**config.mk**
```make
export PLATFORM = sky130hd
export DESIGN_NAME = fp32_multiplier_top
export DESIGN_NICKNAME = d
export VERILOG_FILES = /design/src/hw/rtl/fpm_pkg.sv /design/src/hw/rtl/fpm_unpack.sv /design/src/hw/rtl/fpm_norm.sv /design/src/hw/rtl/fpm_round.sv /design/src/hw/rtl/fp32_multiplier_top.sv
export SDC_FILE = /design/constraint.sdc
export NUM_CORES = 2
export LEC_CHECK = 0
export BUFFER_PORTS_ARGS = -buffer_cell sky130_fd_sc_hd__buf_2
export CORE_ASPECT_RATIO = 0.8
export CORE_MARGIN = 5
export CORE_UTILIZATION = 40
export CTS_CLUSTER_DIAMETER = 150
export DETAILED_ROUTE_END_ITERATION = 8
export PLACE_DENSITY = 0.64
export SLEW_MARGIN = 20
export SYNTH_ARGS = -nofsm -noshare
export SYNTH_HDL_FRONTEND = slang
export SYNTH_SLANG_ARGS = --single-unit
```
**constraint.sdc**
```tcl
create_clock -name i_clk -period 13.45 [get_ports i_clk]
set_input_delay 0.6725 -clock i_clk [delete_from_list [all_inputs] [get_ports i_clk]]
set_output_delay 0.6725 -clock i_clk [all_outputs]
set_load 0.005 [all_outputs]
```
**src/hw/rtl/fpm_pkg.sv**
```systemverilog
// Shared types and constants for the single-precision multiplier.
package fpm_pkg;
    localparam int unsigned FpWidth  = 32;
    localparam int unsigned ManWidth = 24;
    localparam int unsigned ProdWidth = 48;
    localparam int unsigned ExpWidth = 10;
    localparam logic [31:0] FpInf    = 32'h7F80_0000;
    localparam logic [31:0] FpDefNan = 32'h7FC0_0000;
    localparam logic [31:0] FpQuiet  = 32'h0040_0000;
    localparam logic [31:0] FpSign   = 32'h8000_0000;

    typedef struct packed {
        logic signed [ExpWidth-1:0] exp;
        logic [ManWidth-1:0]        man;
    } t_unp;

    typedef struct packed {
        logic        special;
        logic [31:0] value;
    } t_spec;
endpackage

```
**src/hw/rtl/fpm_unpack.sv**
```systemverilog
// Operand unpack: hidden bit and subnormal normalization.
module fpm_unpack
    import fpm_pkg::*;
(
    input  logic [31:0] i_op,
    output t_unp        o_unp
);
    logic [7:0]  ex;
    logic [23:0] mx;
    logic [4:0]  lz;
    logic        found;

    assign ex = i_op[30:23];
    assign mx = {1'b0, i_op[22:0]};

    always_comb begin
        lz    = 5'd0;
        found = 1'b0;
        for (int i = 23; i >= 0; i--) begin
            if (!found && mx[i]) begin
                found = 1'b1;
                lz    = 5'(23 - i);
            end
        end
    end

    always_comb begin
        if (ex == 8'd0) begin
            o_unp.exp = ExpWidth'(signed'(11'sd1 - signed'({6'd0, lz})));
            o_unp.man = mx << lz;
        end else begin
            o_unp.exp = signed'({2'b00, ex});
            o_unp.man = {1'b1, i_op[22:0]};
        end
    end
endmodule

```
**src/hw/rtl/fpm_norm.sv**
```systemverilog
// Product normalization, overflow detect and denormalizing shift with sticky.
module fpm_norm
    import fpm_pkg::*;
(
    input  logic [ProdWidth-1:0]        i_prod,
    input  logic signed [ExpWidth-1:0]  i_exp,
    output logic [ProdWidth-1:0]        o_prod,
    output logic [7:0]                  o_exp,
    output logic                        o_ovf
);
    logic [ProdWidth-1:0]       p1;
    logic [ProdWidth-1:0]       p_sh;
    logic signed [ExpWidth:0]   e1;
    logic signed [ExpWidth:0]   sh;
    logic [5:0]                 shamt;

    always_comb begin
        if (i_prod[ProdWidth-1]) begin
            p1 = i_prod;
            e1 = ExpWidth'(1) + ExpWidth'(0) + {i_exp[ExpWidth-1], i_exp};
        end else begin
            p1 = i_prod << 1;
            e1 = {i_exp[ExpWidth-1], i_exp};
        end
        sh    = 11'sd1 - e1;
        shamt = sh[5:0];
        p_sh  = p1 >> shamt;
        o_ovf = (e1 >= 11'sd255);
        o_prod = p1;
        o_exp  = 8'd0;
        if (e1 <= 11'sd0) begin
            if (sh >= 11'sd50) begin
                o_prod = ProdWidth'(1);
            end else begin
                o_prod = p_sh | ProdWidth'((p_sh << shamt) != p1);
            end
        end else begin
            o_exp = e1[7:0];
        end
    end
endmodule

```
**src/hw/rtl/fpm_round.sv**
```systemverilog
// Round to nearest even and pack.
module fpm_round
    import fpm_pkg::*;
(
    input  logic [ProdWidth-1:0] i_prod,
    input  logic [7:0]           i_exp,
    input  logic                 i_sign,
    output logic [31:0]          o_word
);
    logic [23:0] sig;
    logic [24:0] sig_r;
    logic        rnd;
    logic [31:0] bits;

    assign sig   = i_prod[47:24];
    assign rnd   = i_prod[23] && ((i_prod[22:0] != 23'd0) || sig[0]);
    assign sig_r = {1'b0, sig} + 25'(rnd);

    always_comb begin
        bits = ({24'd0, (i_exp >= 8'd1) ? i_exp - 8'd1 : 8'd0} << 23) + {7'd0, sig_r};
        if (bits >= FpInf) begin
            o_word = {i_sign, FpInf[30:0]};
        end else begin
            o_word = {i_sign, bits[30:0]};
        end
    end
endmodule

```
**src/hw/rtl/fp32_multiplier_top.sv**
```systemverilog
// Top level: four-stage pipelined IEEE 754 single-precision multiplier.
//
// Input channel: i_valid, i_op_a, i_op_b; this block drives o_stall.
// Output channel: o_valid, o_product; the receiver drives i_stall.
// A word is taken on a rising edge with valid high and stall low.
// Stages: unpack and special-case detect, 24x24 significand multiply,
// normalize and denormalize with sticky, round and pack.
// Each word passes the stage registers r1, r2, r3 and r4 in order, and
// o_valid follows r4_v.
// Throughput is one word per cycle while the receiver does not stall; the
// 24x24 multiply stage sets the clock period.
// When the receiver stalls while a result is held, the whole pipe freezes
// and o_stall rises; nothing is lost or repeated.
// Synchronous reset (i_rst_n low) clears all valid bits; no result is
// shown until new words enter. The data registers are not reset.
module fp32_multiplier_top
    import fpm_pkg::*;
(
    input  logic        i_clk,
    input  logic        i_rst_n,
    input  logic        i_valid,
    output logic        o_stall,
    input  logic [31:0] i_op_a,
    input  logic [31:0] i_op_b,
    output logic        o_valid,
    input  logic        i_stall,
    output logic [31:0] o_product
);
    logic adv;
    t_unp ua, ub;
    t_spec n_spec;

    logic r1_v, r2_v, r3_v, r4_v;
    t_spec r1_spec, r2_spec, r3_spec;
    logic r1_sign, r2_sign, r3_sign;
    t_unp r1_a, r1_b;
    logic [ProdWidth-1:0] r2_p, r3_p;
    logic signed [ExpWidth-1:0] r2_e;
    logic [7:0] r3_e;
    logic [31:0] r4_out;

    logic [ProdWidth-1:0] n_p3;
    logic [7:0] n_e3;
    logic ovf;
    logic [31:0] n_out;

    assign adv     = !(r4_v && i_stall);
    assign o_stall = !adv;
    assign o_valid = r4_v;
    assign o_product = r4_out;

    fpm_unpack u_unp_a (.i_op(i_op_a), .o_unp(ua));
    fpm_unpack u_unp_b (.i_op(i_op_b), .o_unp(ub));

    always_comb begin
        logic a_nan, b_nan, a_inf, b_inf, a_zero, b_zero;
        a_nan  = (i_op_a[30:23] == 8'hFF) && (i_op_a[22:0] != 23'd0);
        b_nan  = (i_op_b[30:23] == 8'hFF) && (i_op_b[22:0] != 23'd0);
        a_inf  = (i_op_a[30:0] == FpInf[30:0]);
        b_inf  = (i_op_b[30:0] == FpInf[30:0]);
        a_zero = (i_op_a[30:0] == 31'd0);
        b_zero = (i_op_b[30:0] == 31'd0);
        n_spec.special = 1'b1;
        if (a_nan) begin
            n_spec.value = i_op_a | FpQuiet;
        end else if (b_nan) begin
            n_spec.value = i_op_b | FpQuiet;
        end else if ((a_inf || b_inf) && (a_zero || b_zero)) begin
            n_spec.value = FpDefNan;
        end else if (a_inf || b_inf) begin
            n_spec.value = {i_op_a[31] ^ i_op_b[31], FpInf[30:0]};
        end else if (a_zero || b_zero) begin
            n_spec.value = {i_op_a[31] ^ i_op_b[31], 31'd0};
        end else begin
            n_spec.special = 1'b0;
            n_spec.value   = 32'd0;
        end
    end

    fpm_norm u_norm (
        .i_prod(r2_p), .i_exp(r2_e), .o_prod(n_p3), .o_exp(n_e3), .o_ovf(ovf)
    );

    fpm_round u_round (
        .i_prod(r3_p), .i_exp(r3_e), .i_sign(r3_sign), .o_word(n_out)
    );

    always_ff @(posedge i_clk) begin
        if (!i_rst_n) begin
            r1_v <= 1'b0;
            r2_v <= 1'b0;
            r3_v <= 1'b0;
            r4_v <= 1'b0;
        end else if (adv) begin
            r1_v <= i_valid;
            r2_v <= r1_v;
            r3_v <= r2_v;
            r4_v <= r3_v;
        end
    end

    always_ff @(posedge i_clk) begin
        if (adv) begin
            r1_spec <= n_spec;
            r1_sign <= i_op_a[31] ^ i_op_b[31];
            r1_a    <= ua;
            r1_b    <= ub;

            r2_spec <= r1_spec;
            r2_sign <= r1_sign;
            r2_p    <= {24'd0, r1_a.man} * {24'd0, r1_b.man};
            r2_e    <= r1_a.exp + r1_b.exp - ExpWidth'(127);

            r3_sign <= r2_sign;
            r3_p    <= n_p3;
            r3_e    <= n_e3;
            if (!r2_spec.special && ovf) begin
                r3_spec <= '{special: 1'b1, value: {r2_sign, FpInf[30:0]}};
            end else begin
                r3_spec <= r2_spec;
            end

            r4_out <= r3_spec.special ? r3_spec.value : n_out;
        end
    end
endmodule

```
Yosys cells after proc, flatten, opt, wreduce, memory -nomap -nowiden
Index checks and enable logic that the tools add are counted. W data, S select, Z words.

Register bits: 318. Output and inout bits: 34. Logic and storage cells: 267. Input bits: 68.

Reduce and logical (&&, ||, !) cells: 107. Add/subtract/negate cells: 9. Magnitude comparators: 5. Multiply operators: 1. Eq/ne operators: 5. Bitwise logic cells: 2. Shift operators: 4. Multiplexer cells: 106.

Operators by type and width (count): $mux W32 (9); $mux W5 (44); $mux W48 (3); $reduce_bool A23 Y1 (3); $eq A31 B31 Y1 const B (2); $logic_not A31 Y1 (2); $logic_and A1 B1 Y1 (50); $mul A24 B24 Y48 (1); $ne A48 B48 Y1 (1); $or A48 B1 Y48 (1); $shl A23 B5 Y24 (2); $shl A48 B6 Y48 (1); $shr A48 B6 Y48 (1); $mux W1 (47); $logic_not A1 Y1 (45); $add A31 B25 Y32 (1); $ge A32 B31 Y1 const B (1); $mux W31 (1); $add A24 B1 Y25 (1); $eq A8 B8 Y1 const B (2); $logic_not A8 Y1 (2); $sub A1 B5 Y6 const A (2); $add A2 B10 Y11 const A (1); $ge A11 B7 Y1 const B (1); other kinds (13) (15).

Logic depth before layout (Yosys ltp)
Depth in word-level cells: 69. Mapped depth: 30. Depth with buffers taken out: 29.

Cells and area by module
From an unflattened synthesis, not the netlist that was laid out.

Cells, all modules: 4859. Area total of the unflattened synthesis: 44206.1 µm².

Modules (own cells, without submodules): fp32_multiplier_top (area an instance 30304.1 µm², seq. area each 9569.2 µm², instances 1, cells each 2733); fpm_norm (area an instance 8873.5 µm², seq. area each 0.0 µm², instances 1, cells each 1350); fpm_unpack (area an instance 1854.3 µm², seq. area each 0.0 µm², instances 2, cells each 281); fpm_round (area an instance 1320.0 µm², seq. area each 0.0 µm², instances 1, cells each 214).

Worst setup path after synthesis
No wires, ideal clock.

Kind: input port to flip-flop. Start point: input port i_stall. End point: register r4_v (netlist: o_valid). Cell stages on the path: 3. Buffers on the path: 0. Arrival: 8835 ps. Required time: 13326 ps. Setup time: 124 ps. Slack: 4490 ps. Cell sequence: nand2_1 -> inv_1 -> o21a_1.

Longest elaborated chain between the ends: 1.

Ends and longest elaborated chain: start: declaration (RTL line fp32_multiplier_top.sv:26) `input logic i_stall,`; $logic_and A1 B1 Y1 (RTL line fp32_multiplier_top.sv:47) `assign adv = !(r4_v && i_stall);`; net o_stall (RTL line fp32_multiplier_top.sv:22) `output logic o_stall,`; end signal: assignment (RTL line fp32_multiplier_top.sv:98) `r4_v <= r3_v;`; end: declaration (RTL line fp32_multiplier_top.sv:33) `logic r1_v, r2_v, r3_v, r4_v;`.

The timed path passes the listed nets, and every way through them passes these cells. A chain may end at the register's enable or synchronous reset.

Worst setup path in the final report
Start point: register r1_b[3] (netlist bit). End point: register r2_p[47], data pin.

Longest elaborated chain between the ends: 1.

Ends and longest elaborated chain: start: declaration (RTL line fp32_multiplier_top.sv:36) `t_unp r1_a, r1_b;`; start signal: assignment (RTL line fp32_multiplier_top.sv:107) `r1_b <= ub;`; $mul A24 B24 Y48 (RTL line fp32_multiplier_top.sv:111) `r2_p <= {24'd0, r1_a.man} * {24'd0, r1_b.man};`; end signal: assignment (RTL line fp32_multiplier_top.sv:111); end: declaration (RTL line fp32_multiplier_top.sv:37) `logic [ProdWidth-1:0] r2_p, r3_p;`.

No other way between the ends.

==> results.toml <==
[status]
outcome = "finished, final reports clean"

[global_route]
grt_max_degree = 88
grt_pass1_vias = 34100
grt_antenna_before_repair = 6
grt_first_pass_wirelength_microns = 212000
track_usage_pct = 24.3
overflow = 0

[timing]
slew_violations = 0
skew_ns = 0.0315
maxSlewHeadroom_pct = 19.2
fin_crit_sh_pct = 62.5
finalSetupViolations = 0
rsz0062_at_grt = "no"
finalSetupTns_ns = 0
tightestPinTransition_ns = 1.21
finalHoldViolations = 0
period_minus_slack_ns = 8.41
clock.fmax_mhz = 119

[routing]
drt-met1-wl_microns = 60400
wl_met3_microns = 16700
drt-wirelength-per-cell_microns = 23.6
drtAntennaViolNets = 0
routed_wl_microns = 139000
drt-pass1-iter-count = 8
highest_layer = "met5"
route.met2.wl_microns = 56900
route.vias.total = 34400
drcViolationCount = 0
via_per_inst = 5.84
drtIter0Drc = 4523

[setup_path]
cp-end-kind = "flop"
path_max_fanout = 24
critPathArrivalTime_ns = 8.72
r2r_cells = 29
rrSetupSlack_ns = 5.04
start_kind = "flop"
critPathKind = "flop to flop"
crit_required_ns = 13.76
r2r-end = "r2_p[47]"
cpMaxStageDelayCell = "edfxtp_1"
critPathMaxStageDelay_ns = 0.89
rr_startpoint = "r1_b[3]"

[yosys]
syn_area_sq_um = 42200
synth_top_area_cell = "fa_1"
synth.distinct_cells = 100
syn_area_per_cell_sq_um = 9.39
synthArstFlopShare_pct = 0
netlist.area_leader.share_pct = 22.9
synth-seq-cells = 318
synth_edf_count = 314
yosys_most_used_dff = "edfxtp_1"
synth_nets = 5249
yosysSeqAreaShare_pct = 22.5
synth_warnings = 0
synth.area.top_cells = "fa_1 23%, edfxtp_1 22%, ha_1 5.9%"
synth_cells = 4498

[final_layout]
synthToLayoutAreaGrowth_pct = 7.44
drive_above_1_share_pct = 9.08
fillers = 10200
fin_nets = 5207

[floorplan]
initial_core_util_pct = 40.3
fp.coreArea_sq_um = 105000
die_w_microns = 373
die_h_microns = 301
io_pins = 102
fp.dieArea_sq_um = 112000
fp-row-count = 106

[clock_network]
root_buffer = "clkbuf_16"
cts_resized = 0
cts_tree = "yes"
clk_path_buf_depth = 3
h-tree-depth = 2
cts.sinks = 318
numCtsBuffers = 36
postCtsSetupBuffers = 0
hold_buffers = 0
clk_pin_slew_ns = 0.06
clkLatencyLatePin_ns = 0.59

[hold_path]
hold_path_end = "o_valid"
min-delay-start = "i_rst_n"
hold_path_class = "input pin to flop"
hold_depth = 2

[placed_design]
hpwl_microns = 105000
place_congestion = 1.01
portBuffers = 101

[flow_run]
cap_violations = 0
-- state kept, by name (all words and copies together), names as in the netlist --
name,count
r1_v,1
r2_p,48
r1_b,33
r1_sign,1
r2_sign,1
o_product,32
r2_spec,33
r2_v,1
r3_v,1
r3_e,8
r2_e,10
r3_spec,33
o_valid,1
r3_sign,1
r1_spec,33
r1_a,33
r3_p,48
-- routing by layer --
| metal | track usage [%] | vias up |
|---|---|---|
| met5 | 0.515 | - |
| met1 | 35.5 | 17100 |
| met4 | 8.09 | 4 |
| met2 | 34.2 | 1801 |
| met3 | 7.36 | 297 |
| li1 | - | 15200 |
-- synthesized netlist by cell type (7+ instances only) --
cell,n
or2_2,16
mux4_2,54
fa_1,483
xnor2_1,49
o22ai_1,51
o21ai_0,168
a31oi_1,29
a22o_1,30
or4_1,7
a2111oi_0,13
mux2_2,50
ha_1,200
buf_2,29
nor2_1,215
a32oi_1,10
nor3_1,74
clkbuf_1,186
buf_1,34
o21bai_1,24
and2_1,329
o32ai_1,10
a211oi_1,34
edfxtp_1,314
inv_1,615
nand4_1,24
nand2b_1,33
a221oi_1,19
nand2_1,530
o21a_1,8
a22oi_1,21
a21boi_0,16
o211ai_1,39
xor2_1,50
a21o_1,46
o31ai_1,11
nor2b_1,16
nand3_1,73
mux2i_1,225
or3_1,14
and3_1,15
o221ai_1,16
nor4_1,37
buf_4,8
a21oi_1,145
-- cell type report --
type	count	area, sq um	area share, %
clock inverters	24	309	0.681
multi-input cells	3297	29300	64.7
clock buffers	40	916	2.02
inverters	618	2320	5.12
repair buffers	185	1190	2.63
flip-flops and latches	318	9510	21.0
diodes	2	5.00	0.0110
well taps	1404	1760	3.87
-- layout by cell type (no fill, tap or decap), types with 46 or more instances in the layout --
cell type,n
mux4_2,54
o21ai_0,168
inv_1,614
fa_1,483
nor2_1,214
mux2_2,50
xor2_1,49
o22ai_1,51
a21o_1,46
ha_1,199
buf_2,101
and2_1,329
nor3_1,71
a21oi_1,145
edfxtp_1,314
nand2_1,529
xnor2_1,48
nand3_1,73
mux2i_1,225
buf_4,80
-- worst max-delay path by stage --
stage                  from  endpoint  slack, ns
global route        r1_b[5]  r2_p[47]       4.57
detailed placement  r1_b[3]  r2_p[47]       5.08
finish              r1_b[3]  r2_p[47]       5.04
floorplan           i_stall   o_valid       4.49
global placement    r1_b[3]  r2_p[47]       5.07
CTS                 r1_b[3]  r2_p[47]       5.05
-- critical path: cells and delay by family, from the launching register on --
family	cells	cell delay (ns)
flip-flops	1	0.89
buffers and inverters	7	0.38
AO/OA/AOI/OAI	5	1.17
adder cells (fa/ha/maj)	8	4.07
AND/OR/NAND/NOR	8	1.48
XOR/XNOR	1	0.13
-- cell families (layout without fill, tap and decap cells) --
kind of cell	Yosys count	after routing	share of synthesized area, %
AND/OR/NAND/NOR	1406	1406	16.2
AO/OA/AOI/OAI	769	769	12.3
multiplexers	335	335	9.72
XOR/XNOR	104	104	2.28
flip-flops	318	318	22.5
adder cells (fa/ha/maj)	683	683	28.8
buffers and inverters	883	867	8.15
other	0	2	0
-- metrics by stage --
step	util [%]	hold slack (ns)	cell area, sq um	worst slack, ns	instances
6_report	43.3	0.366	45400	5.04	5888
5_1_grt	43.3	0.369	45300	4.57	5886
4_1_cts	43.3	0.332	45300	5.05	5883
3_5_place_dp	42.1	0.405	44000	5.08	5819
3_3_place_gp	42.1	0.401	44000	5.07	5818
2_1_floorplan	-	0.400	42200	4.49	4498
Power is not shown: default switching activity piles up to over one toggle a cycle in this logic, so the estimate is an artifact.
